[src/hdl/spq_pkg.sv]
// ----------------------------------------------------------------------------
// spq_pkg
// Shared types and codes for the sorted priority queue.
// ----------------------------------------------------------------------------
`default_nettype none

package spq_pkg;

  // Request opcodes; the fourth code is ignored by the queue.
  typedef enum logic [1:0] {
    OP_INSERT = 2'd0,
    OP_POP    = 2'd1,
    OP_REMOVE = 2'd2
  } op_e;

  typedef enum logic [1:0] {
    ST_DONE     = 2'd0,
    ST_FULL     = 2'd1,
    ST_EMPTY    = 2'd2,
    ST_NOTFOUND = 2'd3
  } status_e;

  typedef enum logic {
    FSM_IDLE = 1'b0,
    FSM_EXEC = 1'b1
  } fsm_state_e;

  // Controller to datapath commands.
  typedef struct packed {
    logic load;  // capture the incoming request
    logic exec;  // apply the captured request to the cell array
  } cmd_t;

  localparam int unsigned IdW     = 8;
  localparam int unsigned PriW    = 8;
  localparam int unsigned OccW    = 5;
  localparam int unsigned OpW     = 2;
  localparam int unsigned StatusW = 2;

endpackage

`default_nettype wire

[src/hdl/spq_if.sv]
// ----------------------------------------------------------------------------
// spq_if
// Valid/ready channels for queue requests and responses.
// ----------------------------------------------------------------------------
`default_nettype none

interface spq_req_if;
  logic       valid;
  logic       ready;
  logic [1:0] op;
  logic [7:0] item_id;
  logic [7:0] item_priority;

  modport source (output valid, output op, output item_id, output item_priority,
                  input ready);
  modport sink   (input valid, input op, input item_id, input item_priority,
                  output ready);
endinterface

interface spq_rsp_if;
  logic       valid;
  logic       ready;
  logic [7:0] front_id;
  logic [7:0] front_pri;
  logic [4:0] occupancy;
  logic       is_empty;
  logic [1:0] status;

  modport source (output valid, output front_id, output front_pri,
                  output occupancy, output is_empty, output status, input ready);
  modport sink   (input valid, input front_id, input front_pri,
                  input occupancy, input is_empty, input status, output ready);
endinterface

`default_nettype wire

[src/hdl/spq_ctrl.sv]
// ----------------------------------------------------------------------------
// spq_ctrl
// Request sequencer: capture a request, apply it once the response slot frees.
// ----------------------------------------------------------------------------
`default_nettype none

module spq_ctrl import spq_pkg::*; (
  input  wire  clk_i,
  input  wire  rst_ni,
  input  wire  req_valid_i,
  output logic req_ready_o,
  output logic rsp_valid_o,
  input  wire  rsp_ready_i,
  output cmd_t cmd_o
);

  fsm_state_e state_q, state_d;
  logic       rsp_valid_q, rsp_valid_d;
  logic       slot_free;

  assign slot_free = !rsp_valid_q || rsp_ready_i;

  // next state
  always_comb begin
    state_d = state_q;
    case (state_q)
      FSM_IDLE: begin
        if (req_valid_i) state_d = FSM_EXEC;
      end
      FSM_EXEC: begin
        if (slot_free) state_d = FSM_IDLE;
      end
      default: state_d = FSM_IDLE;
    endcase
  end

  // outputs
  always_comb begin
    req_ready_o = 1'b0;
    cmd_o       = '0;
    case (state_q)
      FSM_IDLE: begin
        req_ready_o = 1'b1;
        cmd_o.load  = req_valid_i;
      end
      FSM_EXEC: begin
        cmd_o.exec = slot_free;
      end
      default: ;
    endcase
  end

  always_comb begin
    rsp_valid_d = rsp_valid_q;
    if (rsp_valid_q && rsp_ready_i) rsp_valid_d = 1'b0;
    if (cmd_o.exec)                 rsp_valid_d = 1'b1;
  end

  always_ff @(posedge clk_i or negedge rst_ni) begin
    if (!rst_ni) begin
      state_q     <= FSM_IDLE;
      rsp_valid_q <= 1'b0;
    end else begin
      state_q     <= state_d;
      rsp_valid_q <= rsp_valid_d;
    end
  end

  assign rsp_valid_o = rsp_valid_q;

  a_load_to_exec: assert property (@(posedge clk_i) disable iff (!rst_ni)
    cmd_o.load |=> state_q == FSM_EXEC)
    else $error("captured request did not enter execution");

  a_rsp_from_exec: assert property (@(posedge clk_i) disable iff (!rst_ni)
    $rose(rsp_valid_q) |-> $past(state_q) == FSM_EXEC)
    else $error("response raised without an executed request");

endmodule

`default_nettype wire

[src/hdl/spq_datapath.sv]
// ----------------------------------------------------------------------------
// spq_datapath
// Sorted cell array with parallel compare, request and response registers.
// ----------------------------------------------------------------------------
`default_nettype none

module spq_datapath import spq_pkg::*; #(
  parameter int unsigned DEPTH = 16
) (
  input  wire                clk_i,
  input  wire                rst_ni,
  input  cmd_t               cmd_i,
  input  wire  [OpW-1:0]     op_i,
  input  wire  [IdW-1:0]     item_id_i,
  input  wire  [PriW-1:0]    item_priority_i,
  output logic [IdW-1:0]     front_id_o,
  output logic [PriW-1:0]    front_pri_o,
  output logic [OccW-1:0]    occupancy_o,
  output logic               is_empty_o,
  output logic [StatusW-1:0] status_o
);

  localparam int unsigned CntW = $clog2(DEPTH + 1);
  localparam int unsigned LogD = $clog2(DEPTH);

  // captured request
  logic [OpW-1:0]  op_q;
  logic [IdW-1:0]  id_q;
  logic [PriW-1:0] pri_q;

  // cell array, slot 0 is the front
  logic [IdW-1:0]  cell_id_q  [DEPTH];
  logic [PriW-1:0] cell_pri_q [DEPTH];
  logic [IdW-1:0]  cell_id_d  [DEPTH];
  logic [PriW-1:0] cell_pri_d [DEPTH];
  logic [CntW-1:0] count_q, count_d;
  status_e         status_q, status_d;

  logic [DEPTH-1:0] vld, ge, after, match, rm_pre;
  logic             full, empty, any_match;
  logic             do_ins, do_shl;
  logic [DEPTH-1:0] shl_sel;

  assign full      = (count_q == CntW'(DEPTH));
  assign empty     = (count_q == '0);
  assign any_match = |match;

  // per-cell compares against the captured request
  for (genvar k = 0; k < DEPTH; k++) begin : g_cmp
    assign vld[k]   = (CntW'(k) < count_q);
    assign match[k] = vld[k] && (cell_id_q[k] == id_q);
    if (k == 0) begin : g_front
      // front is displaced only by a strictly higher priority
      assign ge[k]    = vld[k] && (pri_q > cell_pri_q[k]);
      assign after[k] = ge[0] || !vld[k];
    end else begin : g_rest
      assign ge[k]    = vld[k] && (pri_q >= cell_pri_q[k]);
      assign after[k] = ge[0] || !vld[k] || ge[k];
    end
  end

  // prefix OR: rm_pre[k] set when some match sits at or ahead of slot k
  always_comb begin
    rm_pre = match;
    for (int l = 0; l < LogD; l++) begin
      rm_pre = rm_pre | (rm_pre << (1 << l));
    end
  end

  always_comb begin
    do_ins   = 1'b0;
    do_shl   = 1'b0;
    shl_sel  = '0;
    count_d  = count_q;
    status_d = ST_DONE;
    case (op_e'(op_q))
      OP_INSERT: begin
        if (full) begin
          status_d = ST_FULL;
        end else begin
          do_ins  = 1'b1;
          count_d = count_q + 1'b1;
        end
      end
      OP_POP: begin
        if (empty) begin
          status_d = ST_EMPTY;
        end else begin
          do_shl  = 1'b1;
          shl_sel = '1;
          count_d = count_q - 1'b1;
        end
      end
      OP_REMOVE: begin
        if (empty) begin
          status_d = ST_EMPTY;
        end else if (!any_match) begin
          status_d = ST_NOTFOUND;
        end else begin
          do_shl  = 1'b1;
          shl_sel = rm_pre;
          count_d = count_q - 1'b1;
        end
      end
      default: ;
    endcase
  end

  for (genvar k = 0; k < DEPTH; k++) begin : g_cell
    logic take_new, take_prev, take_next;
    if (k == 0) begin : g_first
      assign take_new  = do_ins && after[k];
      assign take_prev = 1'b0;
    end else begin : g_mid
      assign take_new  = do_ins && after[k] && !after[k-1];
      assign take_prev = do_ins && after[k-1];
    end
    if (k == DEPTH - 1) begin : g_last
      assign take_next = 1'b0;
    end else begin : g_notlast
      assign take_next = do_shl && shl_sel[k];
    end

    always_comb begin
      cell_id_d[k]  = cell_id_q[k];
      cell_pri_d[k] = cell_pri_q[k];
      if (take_new) begin
        cell_id_d[k]  = id_q;
        cell_pri_d[k] = pri_q;
      end else if (take_prev) begin
        cell_id_d[k]  = cell_id_q[(k > 0) ? k - 1 : 0];
        cell_pri_d[k] = cell_pri_q[(k > 0) ? k - 1 : 0];
      end else if (take_next) begin
        cell_id_d[k]  = cell_id_q[(k < DEPTH - 1) ? k + 1 : k];
        cell_pri_d[k] = cell_pri_q[(k < DEPTH - 1) ? k + 1 : k];
      end
    end

    always_ff @(posedge clk_i) begin
      if (cmd_i.exec) begin
        cell_id_q[k]  <= cell_id_d[k];
        cell_pri_q[k] <= cell_pri_d[k];
      end
    end
  end

  always_ff @(posedge clk_i) begin
    if (cmd_i.load) begin
      op_q  <= op_i;
      id_q  <= item_id_i;
      pri_q <= item_priority_i;
    end
    if (cmd_i.exec) status_q <= status_d;
  end

  always_ff @(posedge clk_i or negedge rst_ni) begin
    if (!rst_ni) begin
      count_q <= '0;
    end else if (cmd_i.exec) begin
      count_q <= count_d;
    end
  end

  // response fields read straight from the array; it only changes on exec,
  // which waits for the previous response to be taken
  logic [CntW+OccW-1:0] occ_ext;
  assign occ_ext          = {{OccW{1'b0}}, count_q};
  assign occupancy_o      = occ_ext[OccW-1:0];
  assign is_empty_o       = empty;
  assign front_id_o       = empty ? '0 : cell_id_q[0];
  assign front_pri_o      = empty ? '0 : cell_pri_q[0];
  assign status_o         = status_q;

  a_count_bound: assert property (@(posedge clk_i) disable iff (!rst_ni)
    count_q <= CntW'(DEPTH))
    else $error("entry count above depth");

  a_front_sorted: assert property (@(posedge clk_i) disable iff (!rst_ni)
    vld[1] |-> cell_pri_q[0] >= cell_pri_q[1])
    else $error("front entries out of priority order");

  a_pop_count: assert property (@(posedge clk_i) disable iff (!rst_ni)
    cmd_i.exec && op_q == OP_POP && !empty |=> count_q == $past(count_q) - 1'b1)
    else $error("pop did not decrement the count");

endmodule

`default_nettype wire

[src/hdl/sorted_priority_queue.sv]
// ----------------------------------------------------------------------------
// sorted_priority_queue
// Sorted (id, priority) queue with insert, pop-front and remove-by-id requests.
// ----------------------------------------------------------------------------
// Each request is first captured at the request port and then applied to
// the cell array, where every slot compares against the request in parallel
// and shifts, loads or holds; the port takes no new request until that update
// is done. The response (front entry, count, empty flag, status) is held until
// taken; the next request is captured meanwhile, but its array update waits
// for the response slot to clear, so a stalled response holds off the request
// port after one more request. A new entry goes ahead of stored entries of
// equal priority, except that it never displaces an equal-priority front
// entry. Inserting into a full queue is dropped with status full.
`default_nettype none

module sorted_priority_queue import spq_pkg::*; #(
  parameter int unsigned DEPTH = 16
) (
  input  wire              clk_i,
  input  wire              rst_ni,
  spq_req_if.sink          req_i,
  spq_rsp_if.source        rsp_o
);

  cmd_t cmd;

  spq_ctrl u_ctrl (
    .clk_i       (clk_i),
    .rst_ni      (rst_ni),
    .req_valid_i (req_i.valid),
    .req_ready_o (req_i.ready),
    .rsp_valid_o (rsp_o.valid),
    .rsp_ready_i (rsp_o.ready),
    .cmd_o       (cmd)
  );

  spq_datapath #(
    .DEPTH (DEPTH)
  ) u_datapath (
    .clk_i            (clk_i),
    .rst_ni           (rst_ni),
    .cmd_i            (cmd),
    .op_i             (req_i.op),
    .item_id_i        (req_i.item_id),
    .item_priority_i  (req_i.item_priority),
    .front_id_o       (rsp_o.front_id),
    .front_pri_o      (rsp_o.front_pri),
    .occupancy_o      (rsp_o.occupancy),
    .is_empty_o       (rsp_o.is_empty),
    .status_o         (rsp_o.status)
  );

endmodule

`default_nettype wire

[src/flat_wrapper.sv]
// flat-port wrapper written by rule: the top's interface ports become plain ports
module sorted_priority_queue_flat import spq_pkg::*;
#(
  parameter int unsigned DEPTH = 16
)
  (clk_i, rst_ni, req_i_valid, req_i_op, req_i_item_id, req_i_item_priority, req_i_ready, rsp_o_valid, rsp_o_front_id, rsp_o_front_pri, rsp_o_occupancy, rsp_o_is_empty, rsp_o_status, rsp_o_ready);
  spq_req_if req_i_i ();
  spq_rsp_if rsp_o_i ();
  input  wire clk_i;
  input  wire rst_ni;
  input wire logic [$bits(req_i_i.valid)-1:0] req_i_valid;
  input wire logic [$bits(req_i_i.op)-1:0] req_i_op;
  input wire logic [$bits(req_i_i.item_id)-1:0] req_i_item_id;
  input wire logic [$bits(req_i_i.item_priority)-1:0] req_i_item_priority;
  output wire logic [$bits(req_i_i.ready)-1:0] req_i_ready;
  output wire logic [$bits(rsp_o_i.valid)-1:0] rsp_o_valid;
  output wire logic [$bits(rsp_o_i.front_id)-1:0] rsp_o_front_id;
  output wire logic [$bits(rsp_o_i.front_pri)-1:0] rsp_o_front_pri;
  output wire logic [$bits(rsp_o_i.occupancy)-1:0] rsp_o_occupancy;
  output wire logic [$bits(rsp_o_i.is_empty)-1:0] rsp_o_is_empty;
  output wire logic [$bits(rsp_o_i.status)-1:0] rsp_o_status;
  input wire logic [$bits(rsp_o_i.ready)-1:0] rsp_o_ready;
  assign req_i_i.valid = req_i_valid;
  assign req_i_i.op = req_i_op;
  assign req_i_i.item_id = req_i_item_id;
  assign req_i_i.item_priority = req_i_item_priority;
  assign req_i_ready = req_i_i.ready;
  assign rsp_o_valid = rsp_o_i.valid;
  assign rsp_o_front_id = rsp_o_i.front_id;
  assign rsp_o_front_pri = rsp_o_i.front_pri;
  assign rsp_o_occupancy = rsp_o_i.occupancy;
  assign rsp_o_is_empty = rsp_o_i.is_empty;
  assign rsp_o_status = rsp_o_i.status;
  assign rsp_o_i.ready = rsp_o_ready;
  sorted_priority_queue #(.DEPTH(DEPTH)) u_core (.clk_i(clk_i), .rst_ni(rst_ni), .req_i(req_i_i), .rsp_o(rsp_o_i));
endmodule
[config.mk]
export PLATFORM = sky130hd
export DESIGN_NAME = sorted_priority_queue_flat
export DESIGN_NICKNAME = d
export VERILOG_FILES = /design/src/hdl/spq_pkg.sv /design/src/hdl/spq_if.sv /design/src/hdl/spq_ctrl.sv /design/src/hdl/spq_datapath.sv /design/src/hdl/sorted_priority_queue.sv /design/src/flat_wrapper.sv
export SDC_FILE = /design/constraint.sdc
export NUM_CORES = 1
export LEC_CHECK = 0
export BUFFER_PORTS_ARGS = -buffer_cell sky130_fd_sc_hd__buf_2
export CAP_MARGIN = 20
export CORE_MARGIN = 2
export CORE_UTILIZATION = 25
export CTS_CLUSTER_SIZE = 14
export DETAILED_ROUTE_END_ITERATION = 8
export GPL_ROUTABILITY_DRIVEN = 0
export PLACE_DENSITY = 0.45
export SYNTH_ARGS = -nofsm -noshare
export SYNTH_HDL_FRONTEND = slang
export SYNTH_HIERARCHICAL = 1
export SYNTH_SLANG_ARGS = --single-unit
[constraint.sdc]
create_clock -name clk_i -period 6.3 [get_ports clk_i]
set_clock_uncertainty 0.2 [all_clocks]
set_input_delay 0.315 -clock clk_i [delete_from_list [all_inputs] [get_ports clk_i]]
set_output_delay 0.315 -clock clk_i [all_outputs]
set_load 0.005 [all_outputs]
### Word level (Yosys, flattened, before mapping)

Memory sizes are Yosys's and may differ from the RTL's.
Index checks and enable logic that the tools add are counted.

* register bits: 27
* bits in writable memories: 256
* input port bits: 22
* output and inout port bits: 26
* logic and storage cells: 344
* memories kept: 2

Memory list
* u_core.u_datapath.cell_id_q: words 16, width 8, rd ports 16, clocked after Yosys merged registers in 0, write ports 16, line spq_datapath.sv:32 `logic [IdW-1:0] cell_id_q [DEPTH];`
* u_core.u_datapath.cell_pri_q: words 16, width 8, rd ports 16, clocked after Yosys merged registers in 0, write ports 16, line spq_datapath.sv:33 `logic [PriW-1:0] cell_pri_q [DEPTH];`

* add/subtract/negate cells: 2
* magnitude comparators: 32
* eq/ne operators: 23
* muxes and demuxes: 124
* bitwise logic cells: 5
* reduce and logical (&&, ||, !) cells: 149

Operators with widths (count)
* 8-bit two-way mux: 94
* 8-bit == test: 16
* 8-bit >= comparator: 15
* 1-bit logical AND: 79
* 15-bit OR: 4
* 15-bit two-way mux: 3
* 4-bit by 5-bit < comparator with 1-bit output, first input constant: 8
* 1-bit logical NOT: 32
* 1-bit logical OR: 32
* 15-bit case mux with 2 select lines: 1
* 3-bit by 5-bit < comparator with 1-bit output, first input constant: 4
* 5-bit two-way mux: 4
* 16-bit OR reduction: 1
* 1-bit two-way mux: 15
* 5-bit case mux with 3 select lines: 1
* 1-bit by 5-bit < comparator with 1-bit output, first input constant: 2
* 2-bit by 5-bit < comparator with 1-bit output, first input constant: 2
* 8-bit > comparator: 1
* 2-bit != test, second input constant: 4
* 2-bit two-way mux: 3
* 2-bit case mux with 3 select lines: 1
* 6-bit AND reduction: 1
* 5-bit by 1-bit adder with 5-bit output, second input constant: 1
* 5-bit == test, second input constant: 1
* other kinds (9): 10

### Logic depth before layout (Yosys ltp)

An unclocked memory read counts as a cell.

* depth after elaboration: 14
* gate-level depth with buffers: 13
* depth with buffers taken out: 10

### Hierarchy

The synthesis kept the hierarchy.

By module, submodules not included
* spq_datapath: times used 1, cells each 1858, area each 18955.7 µm², seq. area each 8413.1 µm²
* spq_ctrl: times used 1, cells each 9, area each 101.3 µm², seq. area each 50.0 µm²

### Worst setup path before layout

OpenSTA, ideal clock, no wires.

* path kind: reg2reg
* start point: register u_core/u_datapath/pri_q[3] (netlist name)
* end point: memory u_core.u_datapath.cell_id_q[12][0] (netlist: u_core/u_datapath/cell_id_q[3][0]) (enable)
* setup time: 414 ps
* arrival: 3972 ps
* required time: 5686 ps
* slack: 1714 ps
* cell stages (with the launch flop): 12
* path buffers: 2
* period minus slack after synthesis: 4586 ps
* path through: edfxtp_1 ha_1 and3_1 a221o_1 a21o_1 nand2_1 a31oi_1 and3_1 clkbuf_1 clkbuf_1 nor4b_1 a211oi_1

RTL lines (line)
* to (decl): spq_datapath.sv:32

==> impl_metrics.yaml <==
outcome:
  outcome: "complete, no violations"
logic_synthesis:
  ys_ff_latch: 283
  yosysWarnings: 6
  synthArstFlopShare_pct: 2.473
  syn_nets: 2025
  yosysUniqueCellTypes: 74
  syn_inst: 1867
  synth_edf_count: 276
  synth_top_area_share_pct: 43.49
  avgSynthCellArea_um2: 10.21
  syn_area_um2: 19060
  synth_ff_type: "edfxtp_1"
  synthTopCellsByArea: "edfxtp_1 (43%), ha_1 (8.9%), mux2i_1 (6.3%), xnor2_1 (4.5%), nand2_1 (3.3%)"
  yosysSeqAreaShare_pct: 44.41
  synth_top_area_cell: "edfxtp_1"
clock_network:
  numCtsBuffers: 38
  clk_path_buf_depth: 3
  cts-root-buf: "clkbuf_16"
  cts_max_level: 2
  clkSinkCount: 283
  cts_tree: "built"
  post_cts_resized: 0
  clkLatencyLatePin_ns: 0.57
  path_clk_slew_ns: 0.06
sta:
  fin_tns_setup_ns: 0
  setup_viol_count_final: 0
  final_max_slew_viol_count: 0
  hold_viol_final: 0
  fin_hold_ws_ns: 0.2393
  relSlewSlack_pct: 22.34
  worst_slew_pin_slew_ns: 1.164
  fin_crit_sh_pct: 80.20
  rsz0062_at_grt: "false"
  min_period_ns: 5.052
  max_freq_ghz: 0.1979
floorplanning:
  initial_utilization_pct: 25.18
  die_x_um: 280.1
  die_h_um: 280.1
  core_um2: 75700
  fp-row-count: 101
  dieArea_um2: 78450
  pin_count: 48
global_route:
  track_usage_pct: 17.95
  grt_pass1_vias: 15047
  grt_max_degree: 44
  grt_pass1_wl_um: 103800
  grt_overflow: 0
  antenna_found_initial: 5
worst_setup_path:
  crit_type: "reg2reg"
  cp.required_ns: 6.37
  cp-start-kind: "flop"
  critPathArrivalTime_ns: 5.12
  cp-end-kind: "flop"
  path_max_fanout: 22
route:
  via_count: 14983
  vias_per_cell: 5.142
  drt-total-wl_um: 71110
  wl_per_cell_um: 24.40
  final_antenna_net_count: 0
  drt-pass1-iter-count: 5
  drc: 0
  drt_iter0_drc: 1100
cells_and_area:
  final_cell_mix: "edfxtp_1 (276), nand2_1 (168), ha_1 (136)"
  nets: 2067
  final_common_cell: "edfxtp_1"
  n_antenna_cell: 0
  nFillCells: 7799
  area_delta_synth_final_pct: 15.24
  drive_gt1_share_pct: 11.88
placement:
  dp_hpwl_um: 51030
  port_buffers: 47
flow_run:
  drv_cap: 0
power_and_ir_drop:
  powerDensity_nw_per_um2: 311.1
  power_leakage_nw: 8.536
  irDropWorstVdd_mv: 0.1374
hold_path:
  min_path_type: "in2reg"
==> area by class of cell <==
type	count	area, um^2	share of cell area (%)
clock buffer	47	1049	4.774
clock inverter	20	110.1	0.5014
inverter	127	476.7	2.171
multi-input combinational	1329	9681	44.08
sequential	283	8463	38.54
tap	978	1224	5.572
timing repair buffer	130	958.4	4.364
==> final timing paths <==
check	start	end	slack, ns	depth (start not counted)
setup / recovery	u_core/u_datapath/pri_q[0]	u_core/u_datapath/cell_id_q[3][1]	1.25	11
max in group asynchronous	rst_ni	u_core/u_datapath/occupancy_o[1]	4.84	3
hold / removal	req_i_valid	u_core/u_datapath/id_q[7]	0.24	3
setup reg to reg	u_core/u_datapath/pri_q[0]	u_core/u_datapath/cell_id_q[3][1]	1.25	11
min in group asynchronous	rst_ni	u_core/u_datapath/occupancy_o[3]	0.67	3
hold reg to reg	u_core/u_ctrl/state_q	u_core/u_ctrl/rsp_valid_o	0.32	2
==> per-layer routing <==
| metal | vias up | track usage [%] | share of wire (%) |
|---|---|---|---|
| met1 | 7416 | 22.94 | 43 |
| li1 | 6943 | - | - |
| met5 | - | 0 | 0.037 |
| met4 | 4 | 5.594 | 3.1 |
| met3 | 117 | 3.273 | 6.0 |
| met2 | 503 | 30.60 | 48 |
==> flip-flops by register name, summed over array words and instances, names as in the netlist <==
register	count
u_core/u_datapath/cell_id_q	128
u_core/u_datapath/id_q	8
u_core/u_datapath/status_o	2
u_core/u_datapath/occupancy_o	5
u_core/u_ctrl/rsp_valid_o	1
u_core/u_datapath/op_q	2
u_core/u_datapath/cell_pri_q	128
u_core/u_datapath/pri_q	8
u_core/u_ctrl/state_q	1
==> synthesized netlist by cell type, types with 18 or more instances <==
cell,count
a22o_1,19
nand2_1,169
o22ai_1,38
a2bb2oi_1,19
edfxtp_1,276
xor2_1,34
ha_1,136
mux2i_1,119
a21o_1,52
a22oi_1,18
buf_2,33
nand3_1,20
mux2_2,30
o21ai_0,122
inv_1,125
xnor2_1,99
a31oi_1,18
nand2b_1,18
nand4_1,31
a211oi_1,18
a21oi_1,98
clkbuf_1,86
nor2_1,91
nor3_1,27
==> metrics by stage <==
step / setup WS (ns) / utilization [%] / power [mW] / area, um^2 / cells
detailed placement: 1.320 / 27.12 / 4.732 / 20530 / 2823
finish: 1.248 / 29.01 / 6.833 / 21960 / 2914
global route: 1.055 / 29.01 / 7.169 / 21960 / 2914
global placement: 1.238 / 27.10 / 4.693 / 20510 / 2822
CTS: 1.300 / 28.92 / 6.868 / 21890 / 2911
floorplan: 1.714 / - / 3.945 / 19060 / 1867
==> cell families after synthesis <==
family | synth area share, %
buf+inv | 5.417
xor+xnor | 6.113
mux | 8.023
simple gates | 10.69
compound gates | 16.42
fa+ha+maj | 8.929
flops | 44.41
==> what timing repair did <==
| action | 4_1_cts | 5_1_grt |
|---|---|---|
| setup buffers | 0 | 0 |
| hold buffers | 21 | 0 |
| endpoints found under the hold margin | 27 | 0 |
==> power by group <==
| group | internal (mW) | total [mW] | switching [mW] |
|---|---|---|---|
| Clock | 1.21 | 2.10 | 0.889 |
| Combinational | 0.779 | 2.10 | 1.32 |
| Sequential | 2.37 | 2.63 | 0.260 |
| Total | 4.37 | 6.83 | 2.47 |
==> worst max-delay path: stages, from the launching register on <==
cell and delay (ns):
edfxtp_1 0.40, inv_1 0.86, ha_1 0.40, nand3_1 0.10, and2_1 0.23, nand2_1 0.37, a31oi_2 0.24, buf_4 0.30
and3_1 0.56, nor2_1 0.18, a211oi_2 0.69, buf_6 0.24
No activity file was read; power rests on OpenSTA's default activity.
